`config.mk`:
```
export PLATFORM = sky130hd
export DESIGN_NAME = csim_queue
export DESIGN_NICKNAME = d
export VERILOG_FILES = /design/src/rtl/core/csim_pkg.sv /design/src/rtl/core/csim_queue.sv
export SDC_FILE = /design/constraint.sdc
export NUM_CORES = 1
export LEC_CHECK = 0
export BUFFER_PORTS_ARGS = -buffer_cell sky130_fd_sc_hd__buf_2
export CAP_MARGIN = 10
export CORE_MARGIN = 1.5
export CORE_UTILIZATION = 55
export CTS_BUF_LIST = sky130_fd_sc_hd__clkbuf_8
export CTS_CLUSTER_DIAMETER = 150
export DETAILED_ROUTE_END_ITERATION = 10
export HOLD_SLACK_MARGIN = 0.1
export PLACE_DENSITY = 0.93
export SETUP_SLACK_MARGIN = 0.3
export SLEW_MARGIN = 0
export SYNTH_ARGS = -nofsm -noshare
export SYNTH_HDL_FRONTEND = slang
export SYNTH_SLANG_ARGS = --single-unit
```
`constraint.sdc`:
```
create_clock -name clk -period 13.5 [get_ports clk]
set_input_delay 2.7 -clock clk [delete_from_list [all_inputs] [get_ports clk]]
set_output_delay 2.7 -clock clk [all_outputs]
set_load 0.03 [all_outputs]
```
`src/rtl/core/csim_pkg.sv`:
```
// Shared widths, constants and the vector record for the cosine similarity core.
// Used by every module under rtl/core; depends on nothing.
package csim_pkg;

  localparam int SAMPLE_W  = 16;   // Q1.15 element width
  localparam int DOT_W     = 44;   // signed dot product accumulator
  localparam int NORM_W    = 43;   // unsigned squared norm accumulator
  localparam int DMAG_W    = 44;   // magnitude of the dot product
  localparam int HALF_W    = 22;   // partial product operand width
  localparam int PROD_W    = 86;   // norm_a * norm_b
  localparam int DSQ_W     = 88;   // dot magnitude squared
  localparam int FRAC_BITS = 15;
  localparam int QUO_W     = 33;   // quotient of the scaled divide, before the root
  localparam int ROOT_W    = 17;   // integer root of the quotient
  localparam int VQ_DEPTH  = 2;    // finished vectors held between front and back

  localparam logic signed [SAMPLE_W-1:0] COS_MAX = 16'sh7FFF;
  localparam logic signed [SAMPLE_W-1:0] COS_MIN = 16'sh8000;

  // One finished vector pair, as the front hands it to the back.
  typedef struct packed {
    logic              zero;   // either norm is zero
    logic              neg;    // dot product is negative
    logic [DMAG_W-1:0] dmag;
    logic [NORM_W-1:0] norm_a;
    logic [NORM_W-1:0] norm_b;
  } vec_t;

endpackage

```
`src/rtl/core/csim_queue.sv`:
```
// Short queue of finished vector records between front and back.
// Depends on csim_pkg for vec_t.
module csim_queue #(
  parameter int DEPTH = csim_pkg::VQ_DEPTH
) (
  input  logic           clk,
  input  logic           rst_n,
  input  logic           push,
  input  csim_pkg::vec_t push_data,
  output logic           full,
  input  logic           pop,
  output csim_pkg::vec_t pop_data,
  output logic           not_empty
);

  localparam int AW = (DEPTH > 1) ? $clog2(DEPTH) : 1;
  localparam int CW = $clog2(DEPTH + 1);

  csim_pkg::vec_t  mem_r [DEPTH];
  logic [AW-1:0]   wr_ptr_r, wr_ptr_nxt;
  logic [AW-1:0]   rd_ptr_r, rd_ptr_nxt;
  logic [CW-1:0]   cnt_r, cnt_nxt;

  assign full      = (cnt_r == CW'(DEPTH));
  assign not_empty = (cnt_r != '0);
  assign pop_data  = mem_r[rd_ptr_r];

  always_comb begin
    wr_ptr_nxt = wr_ptr_r;
    rd_ptr_nxt = rd_ptr_r;
    cnt_nxt    = cnt_r;
    if (push) begin
      wr_ptr_nxt = (wr_ptr_r == AW'(DEPTH - 1)) ? '0 : wr_ptr_r + 1'b1;
    end
    if (pop) begin
      rd_ptr_nxt = (rd_ptr_r == AW'(DEPTH - 1)) ? '0 : rd_ptr_r + 1'b1;
    end
    if (push && !pop) begin
      cnt_nxt = cnt_r + 1'b1;
    end else if (pop && !push) begin
      cnt_nxt = cnt_r - 1'b1;
    end
  end

  always_ff @(posedge clk) begin
    if (push) begin
      mem_r[wr_ptr_r] <= push_data;
    end
  end

  always_ff @(posedge clk) begin
    if (!rst_n) begin
      wr_ptr_r <= '0;
      rd_ptr_r <= '0;
      cnt_r    <= '0;
    end else begin
      wr_ptr_r <= wr_ptr_nxt;
      rd_ptr_r <= rd_ptr_nxt;
      cnt_r    <= cnt_nxt;
    end
  end

  a_no_overflow: assert property (@(posedge clk) disable iff (!rst_n)
    push && full |-> pop)
    else $error("queue push while full");

  a_no_underflow: assert property (@(posedge clk) disable iff (!rst_n)
    pop |-> not_empty)
    else $error("queue pop while empty");

endmodule

```
After elaboration in Yosys (flattened, before gate mapping)
Memories as Yosys holds them, arrays and structs flattened. A register that Yosys moved wholly into a read port is not among the register bits.
Index checks and enable logic that the tools add are counted.

word-level totals
  bits in registers = 4
  RAM bits = 264
  bits of input ports = 136
  output and inout bits = 134
  logic and storage cells = 23
  memories kept = 1

memory list
  name   depth  width  read ports  clocked after memory_dff  write ports  line              source
  mem_r  2      132    1           1                         1            csim_queue.sv:19  csim_pkg::vec_t mem_r [DEPTH];

operators by class
  add/subtract/negate cells = 4
  equality and inequality tests = 1
  multiplexer cells = 8
  reduce and logical (&&, ||, !) cells = 6

operators with widths
  kind                   number
  $mux W1                6
  $mux W2                2
  $reduce_bool A2 Y1     2
  $add A1 B1 Y1 const B  2
  $add A2 B1 Y2 const B  1
  $eq A2 B2 Y1 const B   1
  $logic_and A1 B1 Y1    2
  $logic_not A1 Y1       2
  $sub A2 B1 Y2 const B  1

Logic depth before layout (Yosys ltp)
  depth after elaboration = 4
  gate-level depth with buffers = 5
  gate-level depth less buffers = 5

Worst setup path after synthesis
OpenSTA, ideal clock, no wires.

  kind = input -> register
  start = input port push
  end = memory mem_r[0][0] (netlist bit) (enable)
  library setup time = 641 ps
  arrival time = 8,450 ps
  data required time = 12,859 ps
  slack = 4,409 ps
  stages on the path = 1
  buffers on the path = 0
  cell sequence = nor2b_1

on the way
  word-level cells in the longest chain between the ends = 2

RTL lines
  element                        line              source
  from (decl)                    csim_queue.sv:8   input logic push,
  $mux W1                        csim_queue.sv:46  if (push) begin
  $mux W1 (not written as such)  csim_queue.sv:47  mem_r[wr_ptr_r] <= push_data;
  to (decl)                      csim_queue.sv:19

Every way passes these cells.

==> metrics.yaml <==
cts_buffers: 42
hp-class: "register to register"
final_nets: 872
routabilityCongestion: 0.733
ios: 270
swShare_pct: 24.5
max_freq_ghz: 0.170
grt_start_max_net_pins: 71
dp_slack_ns: 8.07
setup_viol: 0
synth.top_cell.area_share_pct: 78.7
reg2reg_depth: 3
port_buffers: 269
htree_levels: 2
detail_route.wl_per_cell_um: 18.7
setup-tns-final_ns: 0
antenna_found_initial: 1
core_area_mm2: 0.0180
worstHoldPathCells: 2
cts_tree: "done"
synth_top_area_cell: "edfxtp_1"
ys_top_cells_by_area: "edfxtp_1, mux2_4, mux2_2, buf_6, dfxtp_1"
first_global_vias: 5431
grt_overflow: 0
rrSetupSlack_ns: 11.04
cp_max_fo: 68
hold_violations: 0
top_usage_layer: "met2"
synthFlopType: "edfxtp_1"
start_util_pct: 56.1
clockPowerShare_pct: 33.4
syn_inst: 433
syn_area_per_cell_um2: 23.3
fin_ws_ns: 7.61
r2r_end: "mem_r[0][103]$_DFFE_PP_"
p_int_w: 0.00141
relSlewSlack_pct: 26.8
pwr-share-seq_pct: 52.8
drcViolationCount: 0
ir_drop_mv: 0.122
regArea_mm2: 0.00803
min_period_ns: 5.89
clock_latency_ns: 0.51
cts_root_buffer: "clkbuf_8"
post_cts_resized: 0
multiInputGateArea_mm2: 0.00191
holdWs_ns: 0.566
cts_buffer_depth: 3
cp.arrival_ns: 3.19
combPwrFrac_pct: 13.8
skew_ns: 0.0109
cap_violations: 0
synth_area_mm2: 0.0101
drt-pass1-iter-count: 4
grt_usage_pct: 19.1
leakagePower_nw: 4.89
synth_nets: 570
fill_cells: 1138
num_rows: 49
clock_sinks: 269
end_kind: "primary output"
min_to: "cnt_r[1]$_SDFFE_PN0P_"
syn2layout_area_growth_pct: 23.0
synth_cell_types: 18
fp.dieH_um: 138
hold_start: "cnt_r[1]$_SDFFE_PN0P_"
ant_nets: 0
synth_edf_count: 264
rsz0062_at_grt: "no"
grtUsageMet1_pct: 22.3
startpoint_type: "register"
postCtsSetupBuffers: 0
tightest_slew_ns: 1.10
viasPerCell: 5.18
cp.required_ns: 10.80
met3_usage_pct: 6.13
drive_gt1_share_pct: 60.2
finalWirelength_mm: 18.6
p_per_area_mw_per_mm2: 151
grt_pass1_wl_mm: 28.4
met2_usage_pct: 32.8
die-area_mm2: 0.0191
vias: 5149
ys_warn_count: 0
status: "finished, final reports clean"
p_sw_w: 0.000459
r2r-start: "wr_ptr_r$_SDFFE_PN0P_"
synth_seq_cells: 269
async_reset_ff_share_pct: 0
min_period_over_period_pct: 43.6
clkTransAtPathRegs_ns: 0.06
cts_hold_buf: 0
drtIter0Drc: 312
ys_seq_area_share_pct: 79.7
slew_viol_final: 0
hpwl_mm: 12.5
worstSetupPathType: "register to primary output"
die_x_um: 138
## how the worst max path moves through the flow
stage / startpoint / to
4_1_cts: register / pop_data[23]
3_3_place_gp: register / pop_data[25]
3_5_place_dp: register / pop_data[23]
5_1_grt: register / pop_data[27]
2_1_floorplan: push / mem_r[0][0]$_DFFE_PP_
6_report: register / pop_data[27]
## cells by family (layout without fill, tap and decap cells)
family,count (synthesis),count (layout),share of synthesized area [%]
AOI/OAI and AO/OA,3,3,0.199
xor gates and xnor gates,3,3,0.261
adders and majority gates,1,1,0.124
buffers and inverters,16,347,1.44
DFF,269,269,79.7
muxes,132,132,17.7
other,0,1,0
and+or+nand+nor,9,9,0.559
## final cells by class
type	instances	area share [%]
Antenna cell	1	0.0202
Clock buffer	45	5.00
Clock inverter	28	1.31
Inverter	1	0.0303
Multi-Input combinational cell	148	15.4
Sequential cell	269	64.8
Tap cell	229	2.31
Timing Repair Buffer	273	11.1
## state kept, by name (all words and copies together) (netlist names), named ones only
signal,count
cnt_r,2
mem_r,264
rd_ptr_r,1
wr_ptr_r,1
## per-stage QoR
step                      cells  total power (W)  instance area [um^2]  utilization [%]
final                       994          0.00187                 12400             69.0
after detailed placement    920          0.00127                 11600             64.6
after global placement      920          0.00125                 11600             64.6
after global routing        994          0.00194                 12400             69.0
after CTS                   993          0.00189                 12400             69.0
after floorplan             433          0.00119                 10100                -
## metal layers
metal  wire [um]  vias up
li1            -     2333
met1        7060     2539
met2        9540      229
met3        1370       48
met4         588        0
met5           0        -
## power groups by stage
stage	logic, W	clock network (W)	registers [W]
after detailed placement	0.000260	0	0.00101
after global routing	0.000271	0.000681	0.000991
final	0.000258	0.000626	0.000988
after global placement	0.000253	0	0.00100
after CTS	0.000261	0.000642	0.000989
after floorplan	0.000194	0	0.000998
## cell usage after synthesis (2+ instances only)
master      n
dfxtp_1     5
buf_2       5
xor2_1      2
nor2b_1     3
mux2_4     80
buf_6       9
edfxtp_1  264
mux2_2     52
and2_1      4
## cells in the final DEF, fill, tap and decap left out, drive strengths merged
cell type | Yosys | layout
o21a | 1 | 1
or2 | 1 | 1
inv | 1 | 10
diode | 0 | 1
nor2b | 3 | 3
a21boi | 1 | 1
ha | 1 | 1
buf | 15 | 273
bufinv | 0 | 2
mux2 | 132 | 132
clkinv | 0 | 17
or3 | 1 | 1
xor2 | 2 | 2
o21ai | 1 | 1
and2 | 4 | 4
clkbuf | 0 | 45
edfxtp | 264 | 264
dfxtp | 5 | 5
xnor2 | 1 | 1
## critical path, cell delays in order, from the launching register on
cell and delay (ns):
dfxtp_4 1.05, buf_4 0.95, mux2_2 0.43, buf_2 0.19
Power figures use the tool's default switching activity.
