### src/rtl/core/csim_pkg.sv
// Shared widths, constants and the vector record for the cosine similarity core.
// Used by every module under rtl/core; depends on nothing.
package csim_pkg;

  localparam int SAMPLE_W  = 16;   // Q1.15 element width
  localparam int DOT_W     = 44;   // signed dot product accumulator
  localparam int NORM_W    = 43;   // unsigned squared norm accumulator
  localparam int DMAG_W    = 44;   // magnitude of the dot product
  localparam int HALF_W    = 22;   // partial product operand width
  localparam int PROD_W    = 86;   // norm_a * norm_b
  localparam int DSQ_W     = 88;   // dot magnitude squared
  localparam int FRAC_BITS = 15;
  localparam int QUO_W     = 33;   // quotient of the scaled divide, before the root
  localparam int ROOT_W    = 17;   // integer root of the quotient
  localparam int VQ_DEPTH  = 2;    // finished vectors held between front and back

  localparam logic signed [SAMPLE_W-1:0] COS_MAX = 16'sh7FFF;
  localparam logic signed [SAMPLE_W-1:0] COS_MIN = 16'sh8000;

  // One finished vector pair, as the front hands it to the back.
  typedef struct packed {
    logic              zero;   // either norm is zero
    logic              neg;    // dot product is negative
    logic [DMAG_W-1:0] dmag;
    logic [NORM_W-1:0] norm_a;
    logic [NORM_W-1:0] norm_b;
  } vec_t;

endpackage

### src/rtl/core/csim_front.sv
// Front end: accepts element pairs and accumulates dot product and squared norms.
// Depends on csim_pkg; pushes one vec_t record per vector into csim_queue.
module csim_front (
  input  logic                                   clk,
  input  logic                                   rst_n,
  input  logic                                   in_valid,
  output logic                                   in_ready,
  input  logic signed [csim_pkg::SAMPLE_W-1:0]   in_elem_a,
  input  logic signed [csim_pkg::SAMPLE_W-1:0]   in_elem_b,
  input  logic                                   in_last_elem,
  input  logic                                   q_full,
  output logic                                   q_push,
  output csim_pkg::vec_t                         q_push_data
);

  logic signed [csim_pkg::DOT_W-1:0]  dot_r, dot_nxt;
  logic        [csim_pkg::NORM_W-1:0] na_r, na_nxt;
  logic        [csim_pkg::NORM_W-1:0] nb_r, nb_nxt;
  logic signed [2*csim_pkg::SAMPLE_W-1:0] prod_ab, sq_a, sq_b;
  logic signed [csim_pkg::DOT_W:0]    dot_sum;
  logic        [csim_pkg::NORM_W:0]   na_sum, nb_sum;
  logic signed [csim_pkg::DOT_W-1:0]  dot_sat;
  logic        [csim_pkg::NORM_W-1:0] na_sat, nb_sat;
  logic signed [csim_pkg::DOT_W:0]    dot_neg;
  logic                               in_fire;

  assign in_ready = !q_full;
  assign in_fire  = in_valid && in_ready;

  assign prod_ab = in_elem_a * in_elem_b;
  assign sq_a    = in_elem_a * in_elem_a;
  assign sq_b    = in_elem_b * in_elem_b;

  assign dot_sum = (csim_pkg::DOT_W+1)'(dot_r) + (csim_pkg::DOT_W+1)'(prod_ab);
  assign na_sum  = {1'b0, na_r} + {{(csim_pkg::NORM_W-30){1'b0}}, sq_a[30:0]};
  assign nb_sum  = {1'b0, nb_r} + {{(csim_pkg::NORM_W-30){1'b0}}, sq_b[30:0]};

  // Saturate at the accumulator limits instead of wrapping.
  always_comb begin
    if (dot_sum[csim_pkg::DOT_W] != dot_sum[csim_pkg::DOT_W-1]) begin
      dot_sat = dot_sum[csim_pkg::DOT_W] ? {1'b1, {(csim_pkg::DOT_W-1){1'b0}}}
                                         : {1'b0, {(csim_pkg::DOT_W-1){1'b1}}};
    end else begin
      dot_sat = dot_sum[csim_pkg::DOT_W-1:0];
    end
    na_sat = na_sum[csim_pkg::NORM_W] ? {csim_pkg::NORM_W{1'b1}}
                                      : na_sum[csim_pkg::NORM_W-1:0];
    nb_sat = nb_sum[csim_pkg::NORM_W] ? {csim_pkg::NORM_W{1'b1}}
                                      : nb_sum[csim_pkg::NORM_W-1:0];
  end

  assign dot_neg = -(csim_pkg::DOT_W+1)'(dot_sat);

  always_comb begin
    q_push_data.zero   = (na_sat == '0) || (nb_sat == '0);
    q_push_data.neg    = dot_sat[csim_pkg::DOT_W-1];
    q_push_data.dmag   = dot_sat[csim_pkg::DOT_W-1] ? dot_neg[csim_pkg::DMAG_W-1:0]
                                                    : dot_sat;
    q_push_data.norm_a = na_sat;
    q_push_data.norm_b = nb_sat;
  end

  assign q_push = in_fire && in_last_elem;

  // Clear after the last element, otherwise keep summing.
  always_comb begin
    dot_nxt = dot_r;
    na_nxt  = na_r;
    nb_nxt  = nb_r;
    if (in_fire) begin
      if (in_last_elem) begin
        dot_nxt = '0;
        na_nxt  = '0;
        nb_nxt  = '0;
      end else begin
        dot_nxt = dot_sat;
        na_nxt  = na_sat;
        nb_nxt  = nb_sat;
      end
    end
  end

  always_ff @(posedge clk) begin
    if (!rst_n) begin
      dot_r <= '0;
      na_r  <= '0;
      nb_r  <= '0;
    end else begin
      dot_r <= dot_nxt;
      na_r  <= na_nxt;
      nb_r  <= nb_nxt;
    end
  end

endmodule

### config.mk
export PLATFORM = sky130hd
export DESIGN_NAME = csim_front
export DESIGN_NICKNAME = d
export VERILOG_FILES = /design/src/rtl/core/csim_pkg.sv /design/src/rtl/core/csim_front.sv
export SDC_FILE = /design/constraint.sdc
export NUM_CORES = 2
export LEC_CHECK = 0
export ABC_AREA = 0
export BUFFER_PORTS_ARGS = -buffer_cell sky130_fd_sc_hd__buf_2
export CAP_MARGIN = 40
export CELL_PAD_IN_SITES_DETAIL_PLACEMENT = 2
export CELL_PAD_IN_SITES_GLOBAL_PLACEMENT = 2
export CORE_AREA = 2 2 321 323
export DETAILED_ROUTE_END_ITERATION = 8
export DIE_AREA = 0 0 323 325
export PLACE_DENSITY_LB_ADDON = 0.3
export SYNTH_ARGS = -nofsm -noshare
export SYNTH_HDL_FRONTEND = slang
export SYNTH_SLANG_ARGS = --single-unit
export TNS_END_PERCENT = 50
### constraint.sdc
create_clock -name clk -period 16.8 [get_ports clk]
set_input_delay 1.68 -clock clk [delete_from_list [all_inputs] [get_ports clk]]
set_output_delay 1.68 -clock clk [all_outputs]
set_load 0.03 [all_outputs]
Word level (Yosys, flattened, before mapping)
Cells that the tools add are included.
- add/subtract/negate cells: 4
- $mul: 3
- equality and inequality tests: 1
- mux-type cells: 8
- reductions and logical operators: 6
- operators with widths (cell ; number):
    $mux W44 ; 4
    $mux W43 ; 4
    $add A43 B31 Y44 ; 2
    $logic_not A43 Y1 ; 2
    $mul A16 B16 Y31 ; 2
    $add A44 B32 Y45 ; 1
    $neg A44 Y44 ; 1
    $mul A16 B16 Y32 ; 1
    $logic_and A1 B1 Y1 ; 2
    $logic_not A1 Y1 ; 1
    $logic_or A1 B1 Y1 ; 1
    $ne A1 B1 Y1 ; 1
- flip-flop bits (word level): 130
- input bits: 37
- logic and storage cells: 25

Depth between registers and ports, before layout
- depth after elaboration: 6
- depth in mapped cells: 45
- gate-level depth less buffers: 40

Worst setup path after synthesis
Ideal clock, no wire load.
- path type: input -> output
- start: input in_elem_b[1] (netlist bit)
- end: output q_push_data[128] (netlist bit)
- data arrival time: 11515 ps
- path slack: 3605 ps
- cell stages on the path: 40
- cell sequence: clkbuf_1 clkbuf_1 nand2_1 inv_1 fa_1 fa_1 fa_1 fa_1 inv_1 fa_1 inv_1 fa_1 ha_1 a21oi_1 o21ai_0 a2111oi_0 a21oi_1 a211o_1 (+4 left out) xor2_1 ha_1 clkbuf_1 nand2b_1 mux2i_1 clkbuf_1 a21o_1 inv_1 ha_1 o211ai_1 nor3_1 a32oi_1 nor3b_2 o2111ai_1 nor4_2 o211ai_1 nor3_1 mux2_1
- RTL lines (element ; RTL line ; text):
    from (decl) ; csim_front.sv:9 ; input logic signed [csim_pkg::SAMPLE_W-1:0] in_elem_b,
    to (decl) ; csim_front.sv:13 ; output csim_pkg::vec_t q_push_data

==> results.md <==
Floorplanning:
- between 150 and 200 I/O pins were placed.
- The horizontal die dimension is 323 um.
- The chip height is roughly 330 um.
- The standard cell core area is 0.101 mm^2.
- The initial utilization of the core area, before any placement, comes to between 40% and 50%.
- The die covers roughly 0.10 mm^2.
- The total number of placement rows is between 100 and 150.

Yosys:
- In this run, synthesis produced a sequential element count of between 100 and 150.
- In this run the biggest area consumer among cell types represents 38.8% of the synthesized area.
- For this run, the register share of the synthesized area comes to about 6.3%.
- The synthesized instance count is 4834.
- The cell accounting for the most synthesized area is sky130_fd_sc_hd__fa_1.
- The flip-flop cell with the highest count after synthesis is sky130_fd_sc_hd__dfxtp_1.
- When the netlist entered floorplanning its net count stood at 6053.
- The most frequent cell after synthesis is sky130_fd_sc_hd__inv_1.
- The async set or reset register ratio after synthesis is 0%.
- The number of library cell types mapped by synthesis is between 90 and 100.
- The synthesized netlist occupies a cell area of about 0.041 mm^2.
- After synthesis, the most frequently instantiated cells are 993 x sky130_fd_sc_hd__inv_1, 802 x sky130_fd_sc_hd__fa_1, 534 x sky130_fd_sc_hd__nand2_1.
- The number of enable-type register cells in the synthesized netlist is 0.
- The post-synthesis area per instance is 8.57 um^2.
- Ranked by total cell area, the synthesized netlist is headed by sky130_fd_sc_hd__fa_1 39%, sky130_fd_sc_hd__ha_1 11%, sky130_fd_sc_hd__inv_1 9.0%, sky130_fd_sc_hd__dfxtp_1 6.3%, sky130_fd_sc_hd__nand2_1 4.8%.
- The count of yosys warnings during synthesis is 0.

Timing:
- In the post-route analysis, the smallest setup slack over all paths is roughly 1700 ps.
- Static timing analysis puts the maximum clock frequency at approximately 66 MHz.
- The final critical-path required period is about 15000 ps.
- Adding up every negative setup slack in the final design gives 0 ps.
- The hold violation total from the final report was 0.
- Setup repair after global routing left no endpoint under its margin.
- The worst hold slack is ~500 ps.
- The setup violation total in the final timing report is 0.
- The tightest slew margin relative to the limit is between 30% and 40%.
- Dividing the final minimum period by the clock period gives 90.0%.
- For the final database, setup skew stands at around 20 ps.
- The final max-slew violation count is 0.
- For the pin with the worst max-slew slack, the measured transition is approximately 920 ps.

Clock network:
- Clock-pin slew was measured on the worst setup and hold paths at 70 ps.
- The clock sink count is 130.
- The number of buffers inserted by hold repair at cts is 0.
- The H-tree was split into 4 levels.
- Post-CTS repair changed the size of 0 cells.
- The clock tree from TritonCTS is done.
- The maximum clock insertion buffer count is 2.
- The buffer cell driving the clock tree root is sky130_fd_sc_hd__clkbuf_16.
- At the later pin of the worst-skew pair, clock insertion delay measures roughly 480 ps.
- Once the clock tree was built, the setup fixing pass inserted 0 buffers.
- The number of CTS-inserted buffers is 17.

Setup path:
- On the critical path, the stage with the largest delay is an instance of sky130_fd_sc_hd__fa_1.
- The critical setup path kind is in2out.
- The cell type with the highest occurrence count on the critical path is sky130_fd_sc_hd__fa_1.
- The data arrival time of the critical path is approximately 13000 ps.
- The worst setup path is launched from an input port.
- Of all nets on the critical path, the largest fanout is 35.
- The worst setup path is captured at a primary output.
- For this run, the slowest stage of the critical path takes a little over 700 ps.
- The required time at the worst-slack endpoint is 15120 ps.

Layout:
- The share of layout cells above drive strength 1 is between 6 and 7%.
- The post-layout net count is ~6.1k.
- The core utilization of the finished layout is a little over two fifths.
- Compared with the post-synthesis result, the final layout area differs by 6.88%.

Drt:
- The per-cell routed wire length is about 25 um.
- For this run, the detailed router's first-pass iteration total came to 5.
- The number of design-rule violations left by the first detailed-router iteration is around 2.1k.
- The routed via count is between 30k and 40k.
- The detailed-route wire length is between 150000 and 200000 um.
- Once detail routing completed, the nets flagged for antenna violations numbered 0.
- In the routed design, unresolved DRC markers number 0.
- Dividing the detail-routed via count by the number of cells gives ~5.6.

Global route:
- The first global-routing pass estimated 246000 um of wire.
- The initial antenna violation count is 2.
- The total congestion overflow is 0.
- The overall fraction of global-route tracks in use is ~30%.
- The pin count of the biggest net entering global routing is 79.
- The number of global-route vias before repair is roughly 41k.

Worst hold path:
- The min-delay analysis places its worst path in the category reg2reg.

Placed design:
- The wire-length estimate of the detail-placed layout is 129000 um.
- The worst slack after detailed placement is ~1600 ps.
- The weighted congestion reported at the end of routability-driven placement is between 0.9 and 1.
- The count of buffers from port buffering is 170.

Run:
- The total of max-cap violations is 0.

Status:
- The run finished with clean final reports.
## through the flow
stage               cells  area [um^2]
global route         6256        44300
detailed placement   6221        43700
CTS                  6253        44200
global placement     6214        43500
floorplan            4834        41400
finish               6257        44300
## critical path: cells and delay by family
family / cells / cell delay, ps
fa+ha+maj: 9 / 4710
compound gates: 13 / 3220
buf+inv: 8 / 1780
simple gates: 6 / 1490
mux: 1 / 350
xor+xnor: 1 / 160
## final cells by class
class / count / area, um^2
Fill cell: 11500 / 57000
Multi-Input combinational cell: 3508 / 34300
Inverter: 1001 / 3760
Sequential cell: 130 / 2600
Tap cell: 1368 / 1710
Timing Repair Buffer: 215 / 1290
Clock buffer: 21 / 470
Clock inverter: 11 / 101
Antenna cell: 3 / 7.51
## sequential cells by signal, summed over array words and instances (netlist names)
register	flops
dot_r	44
na_r	43
nb_r	43
## path summary, 6_finish.rpt
path / start / endpoint / slack (ps) / cells after the start
max: in_elem_a[15] / q_push_data[128] / 1670 / 38
min: dot_r[4]$_SDFFE_PN0P_ / dot_r[4]$_SDFFE_PN0P_ / 490 / 2
max reg2reg: dot_r[15]$_SDFFE_PN0P_ / dot_r[11]$_SDFFE_PN0P_ / 8290 / 29
min reg2reg: dot_r[4]$_SDFFE_PN0P_ / dot_r[4]$_SDFFE_PN0P_ / 490 / 2
## cells by family after synthesis
logic type	after synthesis	synth area share, %
simple gates	1387	16.0
fa+ha+maj	1182	50.3
flops	130	6.28
buf+inv	1196	10.9
xor+xnor	232	4.91
mux	21	0.556
compound gates	686	11.1
## layout by cell type, fill, tap and decap left out, types with 37 or more instances in the layout
cell,netlist,layout
sky130_fd_sc_hd__inv_1,993,993
sky130_fd_sc_hd__fa_1,802,802
sky130_fd_sc_hd__nand2_1,534,533
sky130_fd_sc_hd__ha_1,380,380
sky130_fd_sc_hd__nor2_1,286,284
sky130_fd_sc_hd__buf_2,12,170
sky130_fd_sc_hd__a21oi_1,156,156
sky130_fd_sc_hd__xnor2_1,144,144
sky130_fd_sc_hd__and2_1,141,141
sky130_fd_sc_hd__nor2b_1,130,130
sky130_fd_sc_hd__dfxtp_1,130,130
sky130_fd_sc_hd__o21ai_0,101,101
sky130_fd_sc_hd__a22oi_1,99,99
sky130_fd_sc_hd__xor2_1,88,88
sky130_fd_sc_hd__a21o_1,59,59
sky130_fd_sc_hd__nor3_1,49,49
sky130_fd_sc_hd__nand3_1,44,44
sky130_fd_sc_hd__nand2b_1,38,38
sky130_fd_sc_hd__buf_4,2,38
sky130_fd_sc_hd__and3_1,37,37
## per-layer routing
layer  vias to the layer above  track usage, %  wire length [um]
met1                     18500            40.9             68100
li1                      15200               -                 -
met3                       216            2.61              6380
met4                         0            8.74              4390
met2                       816            52.6             77900
met5                         -               0                 0
Power is left out: the tool's default activity adds up to more than one toggle a clock period on the data nets, which glitch-free logic cannot reach.
