File: src/rtl/core/csim_pkg.sv
// Shared widths, constants and the vector record for the cosine similarity core.
// Used by every module under rtl/core; depends on nothing.
package csim_pkg;

  localparam int SAMPLE_W  = 16;   // Q1.15 element width
  localparam int DOT_W     = 44;   // signed dot product accumulator
  localparam int NORM_W    = 43;   // unsigned squared norm accumulator
  localparam int DMAG_W    = 44;   // magnitude of the dot product
  localparam int HALF_W    = 22;   // partial product operand width
  localparam int PROD_W    = 86;   // norm_a * norm_b
  localparam int DSQ_W     = 88;   // dot magnitude squared
  localparam int FRAC_BITS = 15;
  localparam int QUO_W     = 33;   // quotient of the scaled divide, before the root
  localparam int ROOT_W    = 17;   // integer root of the quotient
  localparam int VQ_DEPTH  = 2;    // finished vectors held between front and back

  localparam logic signed [SAMPLE_W-1:0] COS_MAX = 16'sh7FFF;
  localparam logic signed [SAMPLE_W-1:0] COS_MIN = 16'sh8000;

  // One finished vector pair, as the front hands it to the back.
  typedef struct packed {
    logic              zero;   // either norm is zero
    logic              neg;    // dot product is negative
    logic [DMAG_W-1:0] dmag;
    logic [NORM_W-1:0] norm_a;
    logic [NORM_W-1:0] norm_b;
  } vec_t;

endpackage

File: src/rtl/core/csim_back.sv
// Back end: norm product, scaled divide and integer root for one vector at a time.
// Depends on csim_pkg; pops vec_t records from csim_queue and drives the result port.
module csim_back (
  input  logic                                  clk,
  input  logic                                  rst_n,
  input  logic                                  q_not_empty,
  input  csim_pkg::vec_t                        q_pop_data,
  output logic                                  q_pop,
  output logic                                  out_valid,
  input  logic                                  out_ready,
  output logic signed [csim_pkg::SAMPLE_W-1:0]  out_cos_sim,
  output logic                                  out_zero_norm
);

  typedef enum logic [5:0] {
    S_IDLE = 6'b000001,
    S_MUL  = 6'b000010,
    S_CHK  = 6'b000100,
    S_DIV  = 6'b001000,
    S_SQRT = 6'b010000,
    S_DONE = 6'b100000
  } state_t;

  localparam int DW = csim_pkg::DMAG_W;
  localparam int HW = csim_pkg::HALF_W;
  localparam int PW = csim_pkg::PROD_W;
  localparam int SW = csim_pkg::DSQ_W;
  localparam int QW = csim_pkg::QUO_W;
  localparam int RW = csim_pkg::ROOT_W;
  localparam int DIV_LOW = 2 * csim_pkg::FRAC_BITS;   // zero bits below the dividend
  localparam int DIV_SH  = QW - DIV_LOW;              // dividend bits kept for the shift-in

  state_t                               state_r, state_nxt;
  logic [5:0]                           cnt_r, cnt_nxt;
  logic                                 neg_r, neg_nxt;
  logic [DW-1:0]                        xa_r, xa_nxt, xb_r, xb_nxt, dmag_r, dmag_nxt;
  logic [SW-1:0]                        acc_r, acc_nxt, dsq_r, dsq_nxt;
  logic [PW-1:0]                        p_r, p_nxt, rem_r, rem_nxt;
  logic [QW-1:0]                        dl_r, dl_nxt, quo_r, quo_nxt;
  logic [2*RW-1:0]                      rad_r, rad_nxt;
  logic [RW+2:0]                        srem_r, srem_nxt;
  logic [RW-1:0]                        root_r, root_nxt;
  logic signed [csim_pkg::SAMPLE_W-1:0] cos_r, cos_nxt;
  logic                                 zero_r, zero_nxt;

  logic [HW-1:0]   mul_x, mul_y;
  logic [2*HW-1:0] mul_p;
  logic [SW-1:0]   mul_sh, mul_sum;
  logic [PW:0]     div_t, div_d;
  logic            div_ge;
  logic [QW-1:0]   quo_sh;
  logic [RW+2:0]   sq_r4, sq_trial, sq_d;
  logic            sq_ge;
  logic [RW-1:0]   root_sh;
  logic            sat_big;

  // 22x22 partial products; cnt_r[1:0] picks the halves, cnt_r[2] the job.
  always_comb begin
    mul_x = cnt_r[0] ? xa_r[DW-1:HW] : xa_r[HW-1:0];
    mul_y = cnt_r[1] ? xb_r[DW-1:HW] : xb_r[HW-1:0];
    mul_p = mul_x * mul_y;
    case (cnt_r[1:0])
      2'd0:    mul_sh = SW'(mul_p);
      2'd3:    mul_sh = SW'(mul_p) << (2 * HW);
      default: mul_sh = SW'(mul_p) << HW;
    endcase
    mul_sum = acc_r + mul_sh;
  end

  // Restoring divide step and root step.
  always_comb begin
    sat_big  = {1'b0, dsq_r[SW-1:DIV_SH]} >= PW'(p_r);
    div_t    = {rem_r, dl_r[QW-1]};
    div_d    = div_t - {1'b0, p_r};
    div_ge   = div_t >= {1'b0, p_r};
    quo_sh   = {quo_r[QW-2:0], div_ge};
    sq_r4    = {srem_r[RW:0], rad_r[2*RW-1:2*RW-2]};
    sq_trial = {1'b0, root_r, 2'b01};
    sq_ge    = sq_r4 >= sq_trial;
    sq_d     = sq_r4 - sq_trial;
    root_sh  = {root_r[RW-2:0], sq_ge};
  end

  always_comb begin
    state_nxt = state_r;
    cnt_nxt   = cnt_r;
    neg_nxt   = neg_r;
    xa_nxt    = xa_r;
    xb_nxt    = xb_r;
    dmag_nxt  = dmag_r;
    acc_nxt   = acc_r;
    dsq_nxt   = dsq_r;
    p_nxt     = p_r;
    rem_nxt   = rem_r;
    dl_nxt    = dl_r;
    quo_nxt   = quo_r;
    rad_nxt   = rad_r;
    srem_nxt  = srem_r;
    root_nxt  = root_r;
    cos_nxt   = cos_r;
    zero_nxt  = zero_r;
    q_pop     = 1'b0;
    case (state_r)
      S_IDLE: begin
        if (q_not_empty) begin
          q_pop    = 1'b1;
          neg_nxt  = q_pop_data.neg;
          dmag_nxt = q_pop_data.dmag;
          xa_nxt   = {1'b0, q_pop_data.norm_a};
          xb_nxt   = {1'b0, q_pop_data.norm_b};
          acc_nxt  = '0;
          cnt_nxt  = '0;
          zero_nxt = q_pop_data.zero;
          cos_nxt  = '0;
          state_nxt = q_pop_data.zero ? S_DONE : S_MUL;
        end
      end
      S_MUL: begin
        cnt_nxt = cnt_r + 1'b1;
        acc_nxt = mul_sum;
        if (cnt_r[1:0] == 2'd3) begin
          acc_nxt = '0;
          if (!cnt_r[2]) begin
            p_nxt  = mul_sum[PW-1:0];
            xa_nxt = dmag_r;
            xb_nxt = dmag_r;
          end else begin
            dsq_nxt   = mul_sum;
            state_nxt = S_CHK;
          end
        end
      end
      S_CHK: begin
        // Quotient at or above 2^33 clamps anyway: skip the divide.
        if (sat_big) begin
          cos_nxt   = neg_r ? csim_pkg::COS_MIN : csim_pkg::COS_MAX;
          state_nxt = S_DONE;
        end else begin
          rem_nxt   = PW'(dsq_r[SW-1:DIV_SH]);
          dl_nxt    = {dsq_r[DIV_SH-1:0], {DIV_LOW{1'b0}}};
          quo_nxt   = '0;
          cnt_nxt   = 6'(QW - 1);
          state_nxt = S_DIV;
        end
      end
      S_DIV: begin
        rem_nxt = div_ge ? div_d[PW-1:0] : div_t[PW-1:0];
        quo_nxt = quo_sh;
        dl_nxt  = {dl_r[QW-2:0], 1'b0};
        cnt_nxt = cnt_r - 1'b1;
        if (cnt_r == '0) begin
          rad_nxt   = {1'b0, quo_sh};
          srem_nxt  = '0;
          root_nxt  = '0;
          cnt_nxt   = 6'(RW - 1);
          state_nxt = S_SQRT;
        end
      end
      S_SQRT: begin
        srem_nxt = sq_ge ? sq_d : sq_r4;
        root_nxt = root_sh;
        rad_nxt  = {rad_r[2*RW-3:0], 2'b00};
        cnt_nxt  = cnt_r - 1'b1;
        if (cnt_r == '0) begin
          if (neg_r) begin
            cos_nxt = (root_sh >= RW'(32768)) ? csim_pkg::COS_MIN
                                              : -$signed(root_sh[csim_pkg::SAMPLE_W-1:0]);
          end else begin
            cos_nxt = (root_sh > RW'(32767)) ? csim_pkg::COS_MAX
                                             : $signed(root_sh[csim_pkg::SAMPLE_W-1:0]);
          end
          state_nxt = S_DONE;
        end
      end
      S_DONE: begin
        if (out_ready) begin
          state_nxt = S_IDLE;
        end
      end
      default: begin
        state_nxt = S_IDLE;
      end
    endcase
  end

  assign out_valid     = (state_r == S_DONE);
  assign out_cos_sim   = cos_r;
  assign out_zero_norm = zero_r;

  always_ff @(posedge clk) begin
    cnt_r  <= cnt_nxt;
    neg_r  <= neg_nxt;
    xa_r   <= xa_nxt;
    xb_r   <= xb_nxt;
    dmag_r <= dmag_nxt;
    acc_r  <= acc_nxt;
    dsq_r  <= dsq_nxt;
    p_r    <= p_nxt;
    rem_r  <= rem_nxt;
    dl_r   <= dl_nxt;
    quo_r  <= quo_nxt;
    rad_r  <= rad_nxt;
    srem_r <= srem_nxt;
    root_r <= root_nxt;
    cos_r  <= cos_nxt;
    zero_r <= zero_nxt;
  end

  always_ff @(posedge clk) begin
    if (!rst_n) begin
      state_r <= S_IDLE;
    end else begin
      state_r <= state_nxt;
    end
  end

  a_zero_gives_zero: assert property (@(posedge clk) disable iff (!rst_n)
    out_valid && out_zero_norm |-> out_cos_sim == '0)
    else $error("zero norm result with nonzero cosine");

  a_div_rem_bound: assert property (@(posedge clk) disable iff (!rst_n)
    state_r == S_DIV |-> rem_r < p_r)
    else $error("divide remainder not below divisor");

  a_divisor_nonzero: assert property (@(posedge clk) disable iff (!rst_n)
    state_r == S_CHK |-> p_r != '0)
    else $error("norm product zero on a nonzero-norm vector");

  a_pop_only_idle: assert property (@(posedge clk) disable iff (!rst_n)
    q_pop |=> state_r == S_MUL || state_r == S_DONE)
    else $error("pop did not start a vector");

endmodule
File: config.mk
export PLATFORM = sky130hd
export DESIGN_NAME = csim_back
export DESIGN_NICKNAME = d
export VERILOG_FILES = /design/src/rtl/core/csim_pkg.sv /design/src/rtl/core/csim_back.sv
export SDC_FILE = /design/constraint.sdc
export NUM_CORES = 2
export LEC_CHECK = 0
export BUFFER_PORTS_ARGS = -buffer_cell sky130_fd_sc_hd__buf_2
export CORE_UTILIZATION = 61
export CTS_CLUSTER_DIAMETER = 80
export DETAILED_ROUTE_END_ITERATION = 8
export GPL_ROUTABILITY_DRIVEN = 0
export GPL_TIMING_DRIVEN = 0
export PLACE_DENSITY = 0.78
export SYNTH_ARGS = -nofsm -noshare
export SYNTH_HDL_FRONTEND = slang
export SYNTH_SLANG_ARGS = --single-unit
File: constraint.sdc
create_clock -name clk -period 14 [get_ports clk]
set_clock_uncertainty 0.05 [all_clocks]
set_input_delay 0 -clock clk [delete_from_list [all_inputs] [get_ports clk]]
set_output_delay 0 -clock clk [all_outputs]
set_load 0.01 [all_outputs]
======== After elaboration in Yosys (flattened, before gate mapping) ========
Cells that the tools add are included.
storage, ports and cells
  word-level logic and storage cells ...... 112
  flip-flop bits (word level) ............. 644
  output and inout bits ................... 19
operators by class
  $add $sub $neg .......................... 6
  multiplexer cells ....................... 49
  magnitude comparators ................... 5
  eq/ne operators ......................... 16
  reduce and logical (&&, ||, !) cells .... 17
  bitwise gates (word level) .............. 1
  multiply operators ...................... 1
operators with widths
  kind              number
  $pmux 88 s2       2
  $mux 44           4
  $mux 88           2
  $pmux 44 s2       2
  $mux 86           2
  $pmux 86 s2       1
  $mux 16           7
  $add 88x88->88    1
  $ge 87x86->1      1
  $ge 85x86->1      1
  $sub 86x86->86    1
  $pmux 34 s2       1
  $mux 6            11
  $pmux 33 s2       1
  $pmux 32 s2       1
  $pmux 16 s3       1
  $mul 22x22->44    1
  $mux 22           2
  $mux 18           2
  $pmux 18 s2       1
  $pmux 6 s6        1
  $mux 34           1
  $pmux 17 s2       1
  $mux 33           1
  other kinds (30)  46

======== Logic depth before layout (Yosys ltp) ========
  depth in word-level cells ............... 6
  depth in mapped cells ................... 45
  mapped depth without buffers ............ 40

======== Worst setup path before layout ========
Ideal clock, no wire load.
  path type ............................... reg-to-reg
  start point ............................. register dsq_r[26]
  end point ............................... register dl_r[30] (enable)
  cell stages (with the launch flop) ...... 13
  slack ................................... 2.310 ns
  setup time .............................. 0.768 ns
  buffers on the path ..................... 0
  arrival time ............................ 10.872 ns
  cells stage by stage .................... edfxtp_1 > ha_1 > a21o_1 > a21o_1 > a21o_1 > a21oi_1 > o21ai_0 > a21o_1 > o21ai_0 > o211ai_1 > a221o_1 > a211o_1 > o21ai_0
between the ends
  word-level cells in the longest chain between the ends .. 3
RTL lines
  what                        line              text
  start: declaration          csim_back.sv:37   logic [SW-1:0] acc_r, acc_nxt, dsq_r, dsq_nxt;
  start signal: assignment    csim_back.sv:197  dsq_r <= dsq_nxt;
  $ge 85x86->1                csim_back.sv:72   sat_big = {1'b0, dsq_r[SW-1:DIV_SH]} >= PW'(p_r);
  $ne 2x2->1 (no line)        -
  $reduce_and 2->1 (no line)  -
  end signal: assignment      csim_back.sv:200  dl_r <= dl_nxt;
  end: declaration            csim_back.sv:39   logic [QW-1:0] dl_r, dl_nxt, quo_r, quo_nxt;
No other way between the ends.
A chain may end at the register's enable or synchronous reset.

======== Final worst setup path ========
  start point ............................. register cnt_r[0]
  end point ............................... register p_r[81] (data pin)
between the ends
  word-level cells in the longest chain between the ends .. 4
  elaborated cells on any way between the ends .. 6
  classes of those cells .................. add/sub: 1; mul: 1; eq/ne: 1; mux: 2; reduce/logical: 1
RTL lines
  what                      line              text
  start: declaration        csim_back.sv:34   logic [5:0] cnt_r, cnt_nxt;
  start signal: assignment  csim_back.sv:191  cnt_r <= cnt_nxt;
  $mux 22                   csim_back.sv:59   mul_x = cnt_r[0] ? xa_r[DW-1:HW] : xa_r[HW-1:0];
  $mul 22x22->44            csim_back.sv:61   mul_p = mul_x * mul_y;
  $pmux 88 s2 (*)           csim_back.sv:62   case (cnt_r[1:0])
  $add 88x88->88 (*)        csim_back.sv:67   mul_sum = acc_r + mul_sh;
  net mul_sum[81]           csim_back.sv:48   logic [SW-1:0] mul_sh, mul_sum;
  end signal: assignment    csim_back.sv:198  p_r <= p_nxt;
  end: declaration          csim_back.sv:38   logic [PW-1:0] p_r, p_nxt, rem_r, rem_nxt;
Mark *: on every way through the listed nets, which the timed path passes. The rest lies on a longest branch.

==> flow_metrics.tcl <==
set metrics [dict create \
    outcome "finished, violations left" \
    violated_checks "capacitance limit, slew limit" \
    min-delay-start "q_pop_data[90]" \
    grt_antenna_before_repair 9 \
    global_route_wire_length_before_repair_um 251000 \
    timing.setup.tns_ns 0 \
    fill_cells 6363 \
    netlist.area_leader.share_pct 33.8 \
    later_pin_clock_latency_in_the_skew_report_ns 0.66 \
    clockRootBuffer "sky130_fd_sc_hd__clkbuf_16" \
    mostFrequentLayoutCells "sky130_fd_sc_hd__nand2_1, sky130_fd_sc_hd__edfxtp_1, sky130_fd_sc_hd__inv_1, sky130_fd_sc_hd__ha_1, sky130_fd_sc_hd__nor2_1" \
    setup_viol 0 \
    postSynthNetCount 6616 \
    fp.dieW_um 299 \
    cp_arrival_ns 13.90 \
    post_cts_buffers 0 \
    drt_wl_total_um 164000 \
    ctsHtreeMaxLevel 3 \
    chipHeight_um 299 \
    most_common_cell_after_layout_fill_and_taps_aside "sky130_fd_sc_hd__nand2_1" \
    gr-usage-all-layers_pct 36.4 \
    io_buffers 154 \
    hpwl_um 123000 \
    final_core_util_pct 69.0 \
    yosys.area.top_type "sky130_fd_sc_hd__edfxtp_1" \
    clkTransAtPathRegs_ns 0.07 \
    worst_path_dominant_cell_family "compound AO/OA/AOI/OAI gates" \
    hold_viol 0 \
    clock-sinks 613 \
    adder_cell_fraction_of_synth_area_pct 25.1 \
    dr.pass1.iters 7 \
    clock.fmax_mhz 73.6 \
    unrepaired_setup_endpoints_after_global_routing "false" \
    setup.worst_path.class "flip-flop to flip-flop" \
    r2r.worst_path.cells 41 \
    grt_start_max_net_pins 71 \
    cp_slowest_cell "sky130_fd_sc_hd__a41oi_1" \
    synth_sequential_area_ratio_pct 34.0 \
    timing.critical_path.required_ns 14.32 \
    ys_ff_latch 613 \
    synth_compound_area_share_pct 13.0 \
    avgRoutedWirePerCell_um 22.7 \
    period_minus_slack_ns 13.58 \
    reg2reg_setup_slack_ns 0.42 \
    rows 108 \
    cp_max_fo 10 \
    max_stage_delay_on_crit_path_ns 0.65 \
    min_path_type "input port to flip-flop" \
    core_area_um2 87200 \
    critPathBufInv 10 \
    detail-route-antenna-nets 0 \
    synth-async-reset-ratio_pct 0 \
    postSynth.topFlopCell "sky130_fd_sc_hd__edfxtp_1" \
    synth.yosys.warnings 0 \
    timing.max_cap.violations 1 \
    detail_route.vias_per_cell 6.34 \
    i_o_pin_count 155 \
    synth.distinct_cells 82 \
    synth_enable_flop_cells 607 \
    die_area_um2 89600 \
    post-place-ws_ns -0.385 \
    layout.nets 6993 \
    placed_cell_area_um2 56400 \
    slew_violations 11 \
    starting_density_of_the_core_pct 61.8 \
    grt_overflow 0 \
    post_synthesis_mux_area_share_pct 2.82 \
    postLayoutSetupSlackWorst_ns 0.420 \
    regToRegStartpoint "cnt_r[0]" \
    drive_above_1_share_pct 6.37 \
    maximum_root_to_sink_buffer_count 3 \
    synthesis.area_per_instance_um2 9.56 \
    regToRegEndpoint "p_r[81]" \
    synthCells 5636 \
    tritoncts.num_buffers 70 \
    layout.cell_area.non_filler_um2 60100 \
    drt_iter0_markers 5564 \
    number_of_global_route_vias_before_repair 45200 \
    layout_worst_path_cycle_share_pct 97.0 \
    cts_tree "done" \
    cpMostUsedCell "sky130_fd_sc_hd__fa_1" \
    worst_pin_slew_ns 1.50 \
    holdPathEnd "dmag_r[4]" \
    synth_top_family_by_area "adder cells" \
    vias 45800 \
    post_synth_and_or_nand_nor_area_fraction_pct 15.3 \
    drt_drc_violations_left 0 \
    synth.top_cells.by_area "sky130_fd_sc_hd__edfxtp_1, sky130_fd_sc_hd__fa_1, sky130_fd_sc_hd__ha_1" \
    netlist_area_um2 53900 \
    worstSetupEndpointType "flip-flop" \
    hold_path_depth 2 \
    area_delta_synth_final_pct 11.6 \
    worst_slew_margin_rel_pct -3.00 \
    critical_path.startpoint_type "flip-flop" \
    post_synth_xor_area_fraction_pct 3.80 \
]
[synthesized netlist by cell type, drive strengths merged, types with 10 or more instances]
library cell and number:
mux2 41, a21boi 16, o21bai 52, a21oi 321
xnor2 147, mux2i 106, nor2 430, nor3 47
and3 23, nand2b 21, o21a 32, o22ai 14
edfxtp 607, nand3 51, nand4 91, a22o 38
nor4 22, o31ai 22, a31oi 23, or2 13
nor2b 32, nand2 895, xor2 85, fa 399
and4 12, and2 180, a211oi 33, o211ai 23
inv 601, a21o 168, buf 19, ha 445
o21ai 264, clkbuf 222, or3 14, a31o 10
[worst max path at each step]
stage	startpoint	cells past startpoint	endpoint	slack (ns)
final	cnt_r[0]	41	p_r[81]	0.42
after global routing	cnt_r[0]	43	acc_r[86]	0.03
after CTS	cnt_r[0]	41	acc_r[86]	0.03
after detailed placement	cnt_r[0]	43	acc_r[86]	-0.38
after global placement	p_r[1]	12	rem_r[20]	-2.97
after floorplan	dsq_r[26]	12	dl_r[30]	2.31
[repair_timing]
action	in CTS	in global routing
endpoints found under the setup margin	28	104
hold endpoints to repair	142	0
resized for setup	3	36
hold buffers	138	0
[routing by layer]
layer	GRT usage, %	wire length, µm	vias to the layer above
met5	0	27	-
met3	10.4	19800	801
met4	20.3	10800	4
li1	-	-	20100
met2	55.8	72400	3021
met1	46.4	61200	21900
[worst reg2reg max path, delay by kind of cell (launching register included)]
| kind | cells | cell delay, ns |
|---|---|---|
| xor gates and xnor gates | 2 | 0.61 |
| and+or+nand+nor | 4 | 0.97 |
| adders and majority gates | 9 | 4.30 |
| DFF | 1 | 0.35 |
| buffers and inverters | 10 | 2.02 |
| muxes | 1 | 0.39 |
| AOI/OAI and AO/OA | 15 | 4.58 |
[cell type report]
type / count / area (µm²) / share of cell area, %
repair buffers: 305 / 2420 / 4.03
diodes: 6 / 15.0 / 0.0250
flip-flops and latches: 613 / 18300 / 30.5
well taps: 1155 / 1450 / 2.40
clock buffers: 82 / 1820 / 3.02
inverters: 602 / 2260 / 3.76
multi-input cells: 4180 / 32500 / 54.0
clock inverters: 40 / 425 / 0.707
plain buffers: 241 / 937 / 1.56
[through the flow]
step | hold slack (ns) | std cells
floorplan | 0.0262 | 5636
global placement | 0.127 | 6945
detailed placement | 0.128 | 6957
CTS | 0.000951 | 7217
global route | 0.0316 | 7219
finish | 0.0285 | 7224
[kinds of logic after synthesis]
kind of cell | count (synthesis)
muxes | 147
DFF | 613
and+or+nand+nor | 1857
adders and majority gates | 844
AOI/OAI and AO/OA | 1100
buffers and inverters | 843
xor gates and xnor gates | 232
[sequential cells by signal, indices dropped and copies added (netlist names), 32 cells and up]
name	flops
acc_r	88
dmag_r	44
dsq_r	88
p_r	86
quo_r	32
rad_r	34
rem_r	86
xa_r	44
xb_r	43
Power is left out: the tool's default activity adds up to more than one toggle a clock period on the data nets, which glitch-free logic cannot reach.
